==> config.mk <==
export PLATFORM = sky130hd
export DESIGN_NAME = tcp_ipv4_header_synth
export DESIGN_NICKNAME = d
export VERILOG_FILES = /design/src/hdl/tis_pkg.sv /design/src/hdl/tis_state.sv /design/src/hdl/tis_serial.sv /design/src/hdl/tcp_ipv4_header_synth.sv
export SDC_FILE = /design/constraint.sdc
export NUM_CORES = 1
export LEC_CHECK = 0
export BUFFER_PORTS_ARGS = -buffer_cell sky130_fd_sc_hd__buf_2
export CORE_UTILIZATION = 57
export DETAILED_ROUTE_END_ITERATION = 8
export HOLD_SLACK_MARGIN = 0.08
export PLACE_DENSITY = 0.83
export RECOVER_POWER = 25
export SLEW_MARGIN = 20
export SYNTH_ARGS = -nofsm -noshare
export SYNTH_HDL_FRONTEND = slang
export SYNTH_SLANG_ARGS = --single-unit
==> constraint.sdc <==
create_clock -name clk_i -period 9.75 [get_ports clk_i]
set_clock_uncertainty 0.1 [all_clocks]
set_input_delay 1.95 -clock clk_i [delete_from_list [all_inputs] [get_ports clk_i]]
set_output_delay 1.95 -clock clk_i [all_outputs]
set_load 0.02 [all_outputs]
==> src/hdl/tis_pkg.sv <==
`timescale 1ns / 1ps
// ----------------------------------------------------------------------------
// tis_pkg
// Shared types and constants of the synthetic IPv4/TCP header generator.
// ----------------------------------------------------------------------------
package tis_pkg;

  localparam logic [15:0] IP_VER_IHL_TOS  = 16'h4500;
  localparam logic [15:0] IP_DONT_FRAG    = 16'h4000;
  localparam logic [7:0]  IP_PROTO_TCP    = 8'd6;
  localparam logic [15:0] HDR_TOTAL_BYTES = 16'd40;
  localparam logic [15:0] TCP_WINDOW      = 16'd32768;
  localparam logic [3:0]  TCP_DOFF        = 4'd5;
  localparam logic [7:0]  FL_FIN          = 8'h01;
  localparam logic [7:0]  FL_SYN          = 8'h02;
  localparam logic [7:0]  FL_ACK          = 8'h10;
  localparam logic [7:0]  HOP_RESET       = 8'd64;
  localparam logic [3:0]  WORD_FIRST      = 4'd0;
  localparam logic [3:0]  WORD_LAST       = 4'd9;

  typedef enum logic [2:0] {
    CFG_CLIENT_ADDR = 3'd0,
    CFG_SERVER_ADDR = 3'd1,
    CFG_CLIENT_PORT = 3'd2,
    CFG_SERVER_PORT = 3'd3,
    CFG_HOP_LIMIT   = 3'd4
  } cfg_reg_e;

  typedef struct packed {
    logic        from_server;
    logic        flag_syn;
    logic        flag_fin;
    logic        flag_ack;
    logic [15:0] payload_length;
  } in_t;

  typedef struct packed {
    logic [31:0] header_word;
    logic [3:0]  word_index;
    logic        last_word;
  } out_t;

  typedef struct packed {
    logic [31:0] client_addr;
    logic [31:0] server_addr;
    logic [15:0] client_port;
    logic [15:0] server_port;
    logic [7:0]  hop_limit;
  } cfg_t;

  // everything needed to serialise one segment's header
  typedef struct packed {
    logic [15:0] total_len;
    logic [15:0] ident;
    logic [7:0]  hop_limit;
    logic [15:0] csum;
    logic [31:0] src_addr;
    logic [31:0] dst_addr;
    logic [15:0] src_port;
    logic [15:0] dst_port;
    logic [31:0] seq;
    logic [31:0] ackno;
    logic [7:0]  flags;
  } seg_t;

endpackage

==> src/hdl/tis_state.sv <==
`timescale 1ns / 1ps
// ----------------------------------------------------------------------------
// tis_state
// Per-direction sequence, acknowledge and identification counters, and the
// header fields (with IPv4 checksum) of the segment being taken.
// ----------------------------------------------------------------------------
module tis_state (
  input  logic          clk_i,
  input  logic          rst_ni,
  input  logic          take_i,
  input  tis_pkg::in_t  item_i,
  input  tis_pkg::cfg_t cfg_i,
  output tis_pkg::seg_t seg_o
);
  import tis_pkg::*;

  logic [31:0] seq_tc_q, seq_tc_d, seq_ts_q, seq_ts_d;
  logic [31:0] acked_tc_q, acked_tc_d, acked_ts_q, acked_ts_d;
  logic [15:0] ident_tc_q, ident_tc_d, ident_ts_q, ident_ts_d;

  logic [31:0] my_seq, other_seq, my_acked, seq_next, seq_inc;
  logic [15:0] my_ident;
  logic        syn_or_fin;
  logic [7:0]  flags;
  logic [15:0] total_len;
  logic [19:0] sum;
  logic [16:0] fold1;
  logic [15:0] fold2;

  always_comb begin
    if (item_i.from_server) begin
      my_seq    = seq_tc_q;
      other_seq = seq_ts_q;
      my_acked  = acked_tc_q;
      my_ident  = ident_tc_q;
    end else begin
      my_seq    = seq_ts_q;
      other_seq = seq_tc_q;
      my_acked  = acked_ts_q;
      my_ident  = ident_ts_q;
    end
  end

  assign syn_or_fin = item_i.flag_syn | item_i.flag_fin;
  assign seq_inc    = syn_or_fin ? 32'd1 : {16'd0, item_i.payload_length};
  assign seq_next   = my_seq + seq_inc;

  always_comb begin
    flags = 8'd0;
    if (item_i.flag_syn) flags = flags | FL_SYN;
    if (item_i.flag_fin) flags = flags | FL_FIN;
    if (item_i.flag_ack || !syn_or_fin) flags = flags | FL_ACK;
    // opposite side moved on: acknowledge it unless opening
    if ((other_seq != my_acked) && !item_i.flag_syn) flags = flags | FL_ACK;
  end

  assign total_len = HDR_TOTAL_BYTES + item_i.payload_length;

  assign seg_o.src_addr = item_i.from_server ? cfg_i.server_addr : cfg_i.client_addr;
  assign seg_o.dst_addr = item_i.from_server ? cfg_i.client_addr : cfg_i.server_addr;
  assign seg_o.src_port = item_i.from_server ? cfg_i.server_port : cfg_i.client_port;
  assign seg_o.dst_port = item_i.from_server ? cfg_i.client_port : cfg_i.server_port;

  // one's complement sum over the ten header halfwords, end-around carry
  always_comb begin
    sum = 20'(IP_VER_IHL_TOS) + 20'(total_len) + 20'(my_ident) + 20'(IP_DONT_FRAG)
        + 20'({cfg_i.hop_limit, IP_PROTO_TCP})
        + 20'(seg_o.src_addr[31:16]) + 20'(seg_o.src_addr[15:0])
        + 20'(seg_o.dst_addr[31:16]) + 20'(seg_o.dst_addr[15:0]);
    fold1 = 17'(sum[15:0]) + 17'(sum[19:16]);
    fold2 = fold1[15:0] + 16'(fold1[16]);
  end

  assign seg_o.total_len = total_len;
  assign seg_o.ident     = my_ident;
  assign seg_o.hop_limit = cfg_i.hop_limit;
  assign seg_o.csum      = ~fold2;
  assign seg_o.seq       = my_seq;
  assign seg_o.ackno     = other_seq;
  assign seg_o.flags     = flags;

  always_comb begin
    seq_tc_d   = seq_tc_q;
    seq_ts_d   = seq_ts_q;
    acked_tc_d = acked_tc_q;
    acked_ts_d = acked_ts_q;
    ident_tc_d = ident_tc_q;
    ident_ts_d = ident_ts_q;
    if (take_i) begin
      if (item_i.from_server) begin
        seq_tc_d   = seq_next;
        acked_tc_d = other_seq;
        ident_tc_d = my_ident + 16'd1;
      end else begin
        seq_ts_d   = seq_next;
        acked_ts_d = other_seq;
        ident_ts_d = my_ident + 16'd1;
      end
    end
  end

  always_ff @(posedge clk_i or negedge rst_ni) begin
    if (!rst_ni) begin
      seq_tc_q   <= '0;
      seq_ts_q   <= '0;
      acked_tc_q <= '0;
      acked_ts_q <= '0;
      ident_tc_q <= '0;
      ident_ts_q <= '0;
    end else begin
      seq_tc_q   <= seq_tc_d;
      seq_ts_q   <= seq_ts_d;
      acked_tc_q <= acked_tc_d;
      acked_ts_q <= acked_ts_d;
      ident_tc_q <= ident_tc_d;
      ident_ts_q <= ident_ts_d;
    end
  end

endmodule

==> src/hdl/tis_serial.sv <==
`timescale 1ns / 1ps
// ----------------------------------------------------------------------------
// tis_serial
// Holds one segment's header fields and sends them out as ten 32-bit words
// through a registered output stage.
// ----------------------------------------------------------------------------
module tis_serial (
  input  logic          clk_i,
  input  logic          rst_ni,
  input  logic          seg_load_i,
  input  tis_pkg::seg_t seg_i,
  output logic          seg_ready_o,
  output logic          out_valid_o,
  input  logic          out_stall_i,
  output tis_pkg::out_t out_data_o
);
  import tis_pkg::*;

  logic          seg_valid_q, seg_valid_d;
  tis_pkg::seg_t seg_q;
  logic [3:0]    cnt_q, cnt_d;
  logic          out_valid_q, out_valid_d;
  tis_pkg::out_t out_q;
  logic          out_free, word_move, seg_done;
  logic [31:0]   word;

  assign out_free    = !out_valid_q || !out_stall_i;
  assign word_move   = seg_valid_q && out_free;
  assign seg_done    = word_move && (cnt_q == WORD_LAST);
  assign seg_ready_o = !seg_valid_q || seg_done;

  always_comb begin
    case (cnt_q)
      4'd0:    word = {IP_VER_IHL_TOS, seg_q.total_len};
      4'd1:    word = {seg_q.ident, IP_DONT_FRAG};
      4'd2:    word = {seg_q.hop_limit, IP_PROTO_TCP, seg_q.csum};
      4'd3:    word = seg_q.src_addr;
      4'd4:    word = seg_q.dst_addr;
      4'd5:    word = {seg_q.src_port, seg_q.dst_port};
      4'd6:    word = seg_q.seq;
      4'd7:    word = seg_q.ackno;
      4'd8:    word = {TCP_DOFF, 4'd0, seg_q.flags, TCP_WINDOW};
      default: word = 32'd0;
    endcase
  end

  always_comb begin
    seg_valid_d = seg_valid_q;
    cnt_d       = cnt_q;
    if (word_move) cnt_d = seg_done ? WORD_FIRST : cnt_q + 4'd1;
    if (seg_done) seg_valid_d = 1'b0;
    if (seg_load_i) seg_valid_d = 1'b1;
    out_valid_d = out_free ? seg_valid_q : out_valid_q;
  end

  always_ff @(posedge clk_i or negedge rst_ni) begin
    if (!rst_ni) begin
      seg_valid_q <= 1'b0;
      cnt_q       <= WORD_FIRST;
      out_valid_q <= 1'b0;
    end else begin
      seg_valid_q <= seg_valid_d;
      cnt_q       <= cnt_d;
      out_valid_q <= out_valid_d;
    end
  end

  always_ff @(posedge clk_i) begin
    if (seg_load_i) seg_q <= seg_i;
    if (word_move) begin
      out_q.header_word <= word;
      out_q.word_index  <= cnt_q;
      out_q.last_word   <= (cnt_q == WORD_LAST);
    end
  end

  assign out_valid_o = out_valid_q;
  assign out_data_o  = out_q;

endmodule

==> src/hdl/tcp_ipv4_header_synth.sv <==
`timescale 1ns / 1ps
// ----------------------------------------------------------------------------
// tcp_ipv4_header_synth
// Synthetic IPv4 + TCP header generator, ten 32-bit words per segment.
// ----------------------------------------------------------------------------
// usage:
//   in channel: one word per TCP segment (direction, syn/fin/ack, payload
//   length), valid/stall handshake, taken when valid is high and stall low
//   out channel: ten header words per segment, word_index 0..9, last_word on
//   the tenth, same valid/stall handshake
//   config port: write enable, register index and data; write only when idle
//   path: the first header word passes the input register, segment buffer
//   and output register; the other nine follow one a cycle while not stalled
//   pacing: the 32-bit output port carries each segment as ten words; the
//   next segment is taken while the current one is still being sent
//   reset: counters and sequence state go to zero, addresses and ports to
//   zero, hop limit to 64; no clearing pass
//   receiver stall: the output word holds, the segment buffer and input
//   register fill up and then stall is raised towards the sender
// ----------------------------------------------------------------------------
module tcp_ipv4_header_synth (
  input  logic              clk_i,
  input  logic              rst_ni,
  input  logic              cfg_we_i,
  input  logic [2:0]        cfg_index_i,
  input  logic [31:0]       cfg_data_i,
  input  logic              in_valid_i,
  output logic              in_stall_o,
  input  tis_pkg::in_t      in_data_i,
  output logic              out_valid_o,
  input  logic              out_stall_i,
  output tis_pkg::out_t     out_data_o
);
  import tis_pkg::*;

  tis_pkg::cfg_t cfg_q, cfg_d;
  logic          in_valid_q, in_valid_d;
  tis_pkg::in_t  in_q;
  logic          take, seg_ready, in_load;
  tis_pkg::seg_t seg;

  always_comb begin
    cfg_d = cfg_q;
    if (cfg_we_i) begin
      case (cfg_index_i)
        CFG_CLIENT_ADDR: cfg_d.client_addr = cfg_data_i;
        CFG_SERVER_ADDR: cfg_d.server_addr = cfg_data_i;
        CFG_CLIENT_PORT: cfg_d.client_port = cfg_data_i[15:0];
        CFG_SERVER_PORT: cfg_d.server_port = cfg_data_i[15:0];
        CFG_HOP_LIMIT:   cfg_d.hop_limit   = cfg_data_i[7:0];
        default:         cfg_d = cfg_q;
      endcase
    end
  end

  assign take       = in_valid_q && seg_ready;
  assign in_stall_o = in_valid_q && !seg_ready;
  assign in_load    = in_valid_i && !in_stall_o;

  always_comb begin
    in_valid_d = in_valid_q;
    if (take) in_valid_d = 1'b0;
    if (in_load) in_valid_d = 1'b1;
  end

  always_ff @(posedge clk_i or negedge rst_ni) begin
    if (!rst_ni) begin
      cfg_q.client_addr <= '0;
      cfg_q.server_addr <= '0;
      cfg_q.client_port <= '0;
      cfg_q.server_port <= '0;
      cfg_q.hop_limit   <= HOP_RESET;
      in_valid_q        <= 1'b0;
    end else begin
      cfg_q      <= cfg_d;
      in_valid_q <= in_valid_d;
    end
  end

  always_ff @(posedge clk_i) begin
    if (in_load) in_q <= in_data_i;
  end

  tis_state u_state (
    .clk_i  (clk_i),
    .rst_ni (rst_ni),
    .take_i (take),
    .item_i (in_q),
    .cfg_i  (cfg_q),
    .seg_o  (seg)
  );

  tis_serial u_serial (
    .clk_i       (clk_i),
    .rst_ni      (rst_ni),
    .seg_load_i  (take),
    .seg_i       (seg),
    .seg_ready_o (seg_ready),
    .out_valid_o (out_valid_o),
    .out_stall_i (out_stall_i),
    .out_data_o  (out_data_o)
  );

  // last word flag and index agree
  a_last_idx: assert property (@(posedge clk_i) disable iff (!rst_ni)
    out_valid_o |-> (out_data_o.last_word == (out_data_o.word_index == WORD_LAST)))
    else $error("last_word does not match word_index");

  // words of a segment come back to back once one has been taken
  a_word_seq: assert property (@(posedge clk_i) disable iff (!rst_ni)
    (out_valid_o && !out_stall_i && !out_data_o.last_word) |=>
      (out_valid_o && (out_data_o.word_index == $past(out_data_o.word_index) + 4'd1)))
    else $error("header word sequence broken");

  // a new segment always starts at word zero
  a_first_word: assert property (@(posedge clk_i) disable iff (!rst_ni)
    (out_valid_o && !out_stall_i && out_data_o.last_word) |=>
      (!out_valid_o || (out_data_o.word_index == WORD_FIRST)))
    else $error("segment did not start at word zero");

  // stall only raised with a word waiting in the input register
  a_stall_held: assert property (@(posedge clk_i) disable iff (!rst_ni)
    in_stall_o |-> (in_valid_q && !seg_ready))
    else $error("input stalled without a waiting word");

endmodule

==> flow_summary.yaml, run 1 <==
placed_design:
  post-place-ws_ns: 0.366
  dpl.hpwl_um: 53100
  place.gp.congestion: 0.935
  port_buffers: 98
critical_path:
  rrSetupSlack_ns: 0.45
  critPathArrivalTime_ns: 9.58
  crit_top_cell: "fa_1"
  r2r_cells: 30
  criticalPathCategory: "reg2reg"
  r2r-end: "u_serial.seg_q[180]$_DFFE_PP_"
  cp.required_ns: 10.03
  critPathMaxFanout: 18
  start_kind: "flip-flop"
  max_stage_delay_ns: 0.51
  r2r_start: "in_q[19]$_DFFE_PP_"
  cp_slowest_cell: "edfxtp_1"
  cp-end-kind: "flip-flop"
timing:
  maxSlewHeadroom: -2.40
  rsz0062_at_grt: "false"
  setup_violations: 0
  period_needed_ns: 9.30
  setup_tns_ns: 0
  fmax_mhz: 108
  finalCritPeriodShare: 0.954
  drv_slew: 198
  tightestPinTransition_ns: 5.10
  finalWorstSetupSlack_ns: 0.453
  timing.final.hold_violations: 0
clock_network:
  cts_tree: "yes"
  cts.sinks: 547
  cts_root_buf: "clkbuf_16"
  clk_latency_ns: 0.63
  cts_buffer_depth: 3
  cts_buffers: 55
  h-tree-depth: 2
  ctsHoldBuffers: 0
  path_clk_slew_ns: 0.07
finish:
  final_common_cell: "nand2_1"
  fin_nets: 2517
  final_cell_mix: "278 x nand2_1, 276 x edfxtp_1, 270 x dfrtp_1, 188 x mux2_2, 160 x inv_1"
  drive_gt1_frac: 0.177
  area_delta_synth_final_pct: 10.6
synth:
  synth_top_area_cell: "edfxtp_1"
  syn_area_per_cell_um2: 12.4
  ys_warn_count: 0
  synthCells: 2227
  ys.flop_type: "edfxtp_1"
  synth_nets: 2425
  synth-edff-count: 276
  synth.top_cell.area_share: 0.299
  synth.distinct_cells: 77
  yosysSeqAreaShare: 0.544
  syn_area_um2: 27700
  ys_seq_elements: 547
  synthTopCellsByArea: "edfxtp_1 30%, dfrtp_1 24%, mux2_2 10%"
  ys_async_sr_fraction: 0.495
die:
  io_pins: 99
  dieWidth_um: 222
  dieArea_um2: 49500
  core-area_um2: 47800
  core.rowCount: 80
  start_util: 0.579
  fp.dieH_um: 222
global_routing:
  grt_pass1_wl_um: 114000
  grt_max_degree: 144
  grt_antenna_before_repair: 1
  grt_overflow: 0
  globalRouteTotalUtil: 0.309
  grt_pass1_vias: 19000
drt:
  vias_per_cell: 6.26
  drtIter0Drc: 2431
  vias: 18600
  drtAntennaViolNets: 0
  dr.pass1.iters: 8
  wirelength_um: 75400
  detail_route.wl_per_cell_um: 25.3
  drc: 0
flow_run:
  cap_violations: 4
min_path:
  hp-start: "u_state.ident_tc_q[0]$_DFFE_PN0P_"
  holdPathEnd: "u_state.ident_tc_q[0]$_DFFE_PN0P_"
  min_path_cells: 1
  hp-class: "reg2reg"
outcome:
  violations: "capacitance limit, slew limit"
  status: "complete, but fails checks"
-- cells by family (layout without fill, tap and decap cells) --
logic type | after synthesis | count (layout) | share of synthesized area
AND/OR/NAND/NOR | 551 | 551 | 0.0915
flip-flops | 547 | 547 | 0.544
multiplexers | 324 | 324 | 0.128
AO/OA/AOI/OAI | 271 | 271 | 0.0728
buffers and inverters | 256 | 391 | 0.0367
XOR/XNOR | 140 | 140 | 0.0445
adder cells (fa/ha/maj) | 138 | 138 | 0.0824
other | 0 | 1 | 0
-- synthesized netlist by cell type, drive strengths merged, types with 3 or more instances --
library cell  count
nand2           279
edfxtp          276
dfrtp           270
mux2            246
inv             162
xnor2            89
mux2i            78
fa               74
nor2             65
ha               64
a22oi            61
nand3            60
clkbuf           55
a21oi            54
xor2             51
o21ai            41
buf              39
nor3             31
and2             23
a222oi           22
nor4             18
nor2b            15
a21o             12
nand2b           11
o21a             11
and3             10
a221oi            8
a22o              8
nor3b             7
or3               7
a211o             6
nand4             6
or2               5
a211oi            4
o21bai            4
a311o             3
a32o              3
a32oi             3
nand3b            3
o211a             3
o311ai            3
o31ai             3
-- per-stage QoR --
| stage | instances | utilization | hold slack [ns] | instance area, µm² |
|---|---|---|---|---|
| after floorplan | 2227 | - | 0.323 | 27700 |
| after global placement | 2874 | 0.603 | 0.350 | 28900 |
| after detailed placement | 2874 | 0.603 | 0.356 | 28900 |
| after CTS | 2974 | 0.640 | 0.369 | 30600 |
| after global routing | 2977 | 0.640 | 0.380 | 30600 |
| final | 2978 | 0.640 | 0.368 | 30600 |
-- layer usage --
metal	share of wire	track usage
met1	0.39	0.421
met2	0.47	0.490
met3	0.10	0.0637
met4	0.041	0.123
met5	0.00061	0
-- worst max-delay path, delay by kind of cell (launching register included) --
family / cells / cell delay (ns)
adders and majority gates: 9 / 3.61
xor gates and xnor gates: 1 / 0.16
buffers and inverters: 2 / 0.41
and+or+nand+nor: 6 / 1.22
AOI/OAI and AO/OA: 11 / 2.67
muxes: 1 / 0.34
DFF: 1 / 0.51
-- registers in the layout, summed over array words and instances (netlist names) --
name and count:
cfg_q 104, in_q 20, in_valid_q 1, u_serial.cnt_q 4, u_serial.out_data_o 37, u_serial.out_valid_o 1, u_serial.seg_q 219, u_serial.seg_valid_q 1
u_state.acked_tc_q 32, u_state.acked_ts_q 32, u_state.ident_tc_q 16, u_state.ident_ts_q 16, u_state.seq_tc_q 32, u_state.seq_ts_q 32
-- layout make-up --
| cell class | instances | area (µm²) |
|---|---|---|
| Clock inverter | 25 | 255 |
| Antenna cell | 1 | 2.50 |
| Timing Repair Buffer | 129 | 706 |
| Fill cell | 3468 | 17200 |
| Multi-Input combinational cell | 1424 | 11700 |
| Inverter | 162 | 616 |
| Sequential cell | 547 | 15100 |
| Clock buffer | 75 | 1520 |
| Tap cell | 615 | 769 |
-- worst max-delay path by stage --
stage | end | from | cells past startpoint | slack [ns]
floorplan | u_serial.seg_q[182]$_DFFE_PP_ | in_q[19]$_DFFE_PP_ | 37 | 0.09
global placement | u_serial.seg_q[182]$_DFFE_PP_ | in_q[3]$_DFFE_PP_ | 32 | 0.55
detailed placement | u_serial.seg_q[182]$_DFFE_PP_ | in_q[19]$_DFFE_PP_ | 30 | 0.37
CTS | u_serial.seg_q[182]$_DFFE_PP_ | in_q[3]$_DFFE_PP_ | 32 | 0.34
global route | u_serial.seg_q[182]$_DFFE_PP_ | in_q[3]$_DFFE_PP_ | 35 | 0.04
finish | u_serial.seg_q[180]$_DFFE_PP_ | in_q[19]$_DFFE_PP_ | 30 | 0.45
-- what timing repair did --
action,4_1_cts,5_1_grt
buffers inserted,0,3
gates resized for setup,0,3
setup endpoints to repair,0,6
hold endpoints to repair,0,0
Power of run 1 is left out: the tool's default activity adds up to more than one toggle a clock period on the data nets, which glitch-free logic cannot reach.
==> run 2: changes to the inputs <==
==> constraint.sdc (replaced) <==
create_clock -name clk_i -period 9.75 [get_ports clk_i]
set_clock_uncertainty 0.1 [all_clocks]
set_input_delay 0 -clock clk_i [delete_from_list [all_inputs] [get_ports clk_i]]
set_output_delay 0 -clock clk_i [all_outputs]
set_load 0.02 [all_outputs]
==> flow_summary.yaml, run 2 (synthesized netlist as in run 1, its figures left out) <==
die:
  dieWidth_um: 222
  core.rowCount: 80
  io_pins: 99
  dieArea_um2: 49500
  core-area_um2: 47800
  start_util: 0.579
  fp.dieH_um: 222
finish:
  fin_nets: 2607
  final_cell_mix: "278 x nand2_1, 276 x edfxtp_1, 270 x dfrtp_1, 239 x mux2_2, 160 x inv_1"
  drive_gt1_frac: 0.175
  largest_reg_flops: 219
  final_common_cell: "nand2_1"
  top_register: "u_serial.seg_q"
  antenna_cells: 0
  area_delta_synth_final_pct: 13.8
critical_path:
  cp.required_ns: 10.00
  rrSetupSlack_ns: 0.57
  max_stage_delay_ns: 0.58
  start_kind: "flip-flop"
  cp-end-kind: "flip-flop"
  r2r_cells: 35
  cp_slowest_cell: "fa_1"
  r2r_start: "in_q[3]$_DFFE_PP_"
  criticalPathCategory: "reg2reg"
  crit_end: "u_serial.seg_q[183]$_DFFE_PP_"
  crit_top_cell: "fa_1"
  critPathMaxFanout: 6
  critPathArrivalTime_ns: 9.43
  r2r-end: "u_serial.seg_q[183]$_DFFE_PP_"
  startpoint: "in_q[3]$_DFFE_PP_"
drt:
  vias: 19100
  dr.pass1.iters: 7
  drtIter0Drc: 2401
  wirelength_um: 77200
  drc: 0
  drtAntennaViolNets: 0
  vias_per_cell: 6.22
  detail_route.wl_per_cell_um: 25.1
global_routing:
  grt_max_degree: 86
  grt.met1_usage: 0.431
  use_met3: 0.0644
  grt_overflow: 0
  grtUsageMet2: 0.488
  globalRouteTotalUtil: 0.317
  grt_antenna_before_repair: 2
  grt_pass1_vias: 19200
  grt_pass1_wl_um: 117000
  top_usage_layer: "met2"
clock_network:
  clk_latency_ns: 0.61
  cts.sinks: 547
  cts_buffers: 55
  cts_tree: "yes"
  h-tree-depth: 2
  cts_buffer_depth: 3
  path_clk_slew_ns: 0.06
  cts_root_buf: "clkbuf_16"
timing:
  rsz0062_at_grt: "false"
  period_needed_ns: 9.18
  setup_violations: 0
  timing.final.hold_violations: 0
  fmax_mhz: 109
  finalCritPeriodShare: 0.941
  maxSlewHeadroom: -2.37
  tightestPinTransition_ns: 5.05
  setup_tns_ns: 0
  drv_slew: 196
placed_design:
  dpl.hpwl_um: 52800
  place.gp.congestion: 0.951
  port_buffers: 98
flow_run:
  cap_violations: 5
min_path:
  hp-class: "in2reg"
outcome:
  violations: "capacitance limit, slew limit"
  status: "complete, but fails checks"
[run 2: routing by layer]
metal | part of all wire | routed length [µm]
met5 | 0 | 0
met1 | 0.39 | 29800
met2 | 0.46 | 35300
met3 | 0.10 | 7850
met4 | 0.055 | 4240
[run 2: worst max-delay path, delay by kind of cell (launching register included)]
family                   cells  cell delay, ns
buffers and inverters        2            0.12
adder cells (fa/ha/maj)      9            3.65
AO/OA/AOI/OAI               10            2.18
XOR/XNOR                     3            0.42
AND/OR/NAND/NOR             11            1.90
flip-flops                   1            0.50
[run 2: layout make-up]
class                           instances  area (µm²)
Clock buffer                           72        1510
Inverter                              162         616
Clock inverter                         30         299
Sequential cell                       547       15100
Tap cell                              615         769
Multi-Input combinational cell       1424       11700
Timing Repair Buffer                  219        1590
Fill cell                            3394       16300
[run 2: what timing repair did]
action | in CTS | in global routing
gates resized for setup | 0 | 3
hold buffers | 94 | 0
buffers inserted | 0 | 2
setup endpoints to repair | 0 | 6
endpoints found under the hold margin | 254 | 0
[run 2: worst min-delay path by stage]
stage	from	to	slack (ns)	cells past startpoint
finish	cfg_data_i[21]	cfg_q[93]$_DFFE_PN0P_	0.09	3
CTS	cfg_data_i[21]	cfg_q[93]$_DFFE_PN0P_	0.08	3
floorplan	rst_ni	cfg_q[0]$_DFFE_PN0P_	-0.40	0
global placement	rst_ni	u_state.acked_ts_q[28]$_DFFE_PN0P_	0.05	1
global route	cfg_data_i[27]	cfg_q[67]$_DFFE_PN0P_	0.10	3
detailed placement	rst_ni	u_state.acked_ts_q[28]$_DFFE_PN0P_	0.08	1
[run 2: through the flow]
stage	std cells	worst slack, ns	instance area [µm²]	hold WS [ns]	util
2_1_floorplan	2227	0.0895	27700	-0.396	-
3_3_place_gp	2871	0.617	28800	0.0481	0.603
3_5_place_dp	2871	0.349	28800	0.0781	0.603
4_1_cts	3067	0.336	31600	0.0807	0.661
5_1_grt	3069	0.0222	31500	0.101	0.659
6_report	3069	0.572	31500	0.0907	0.659
Power of run 2 is left out for the same reason.
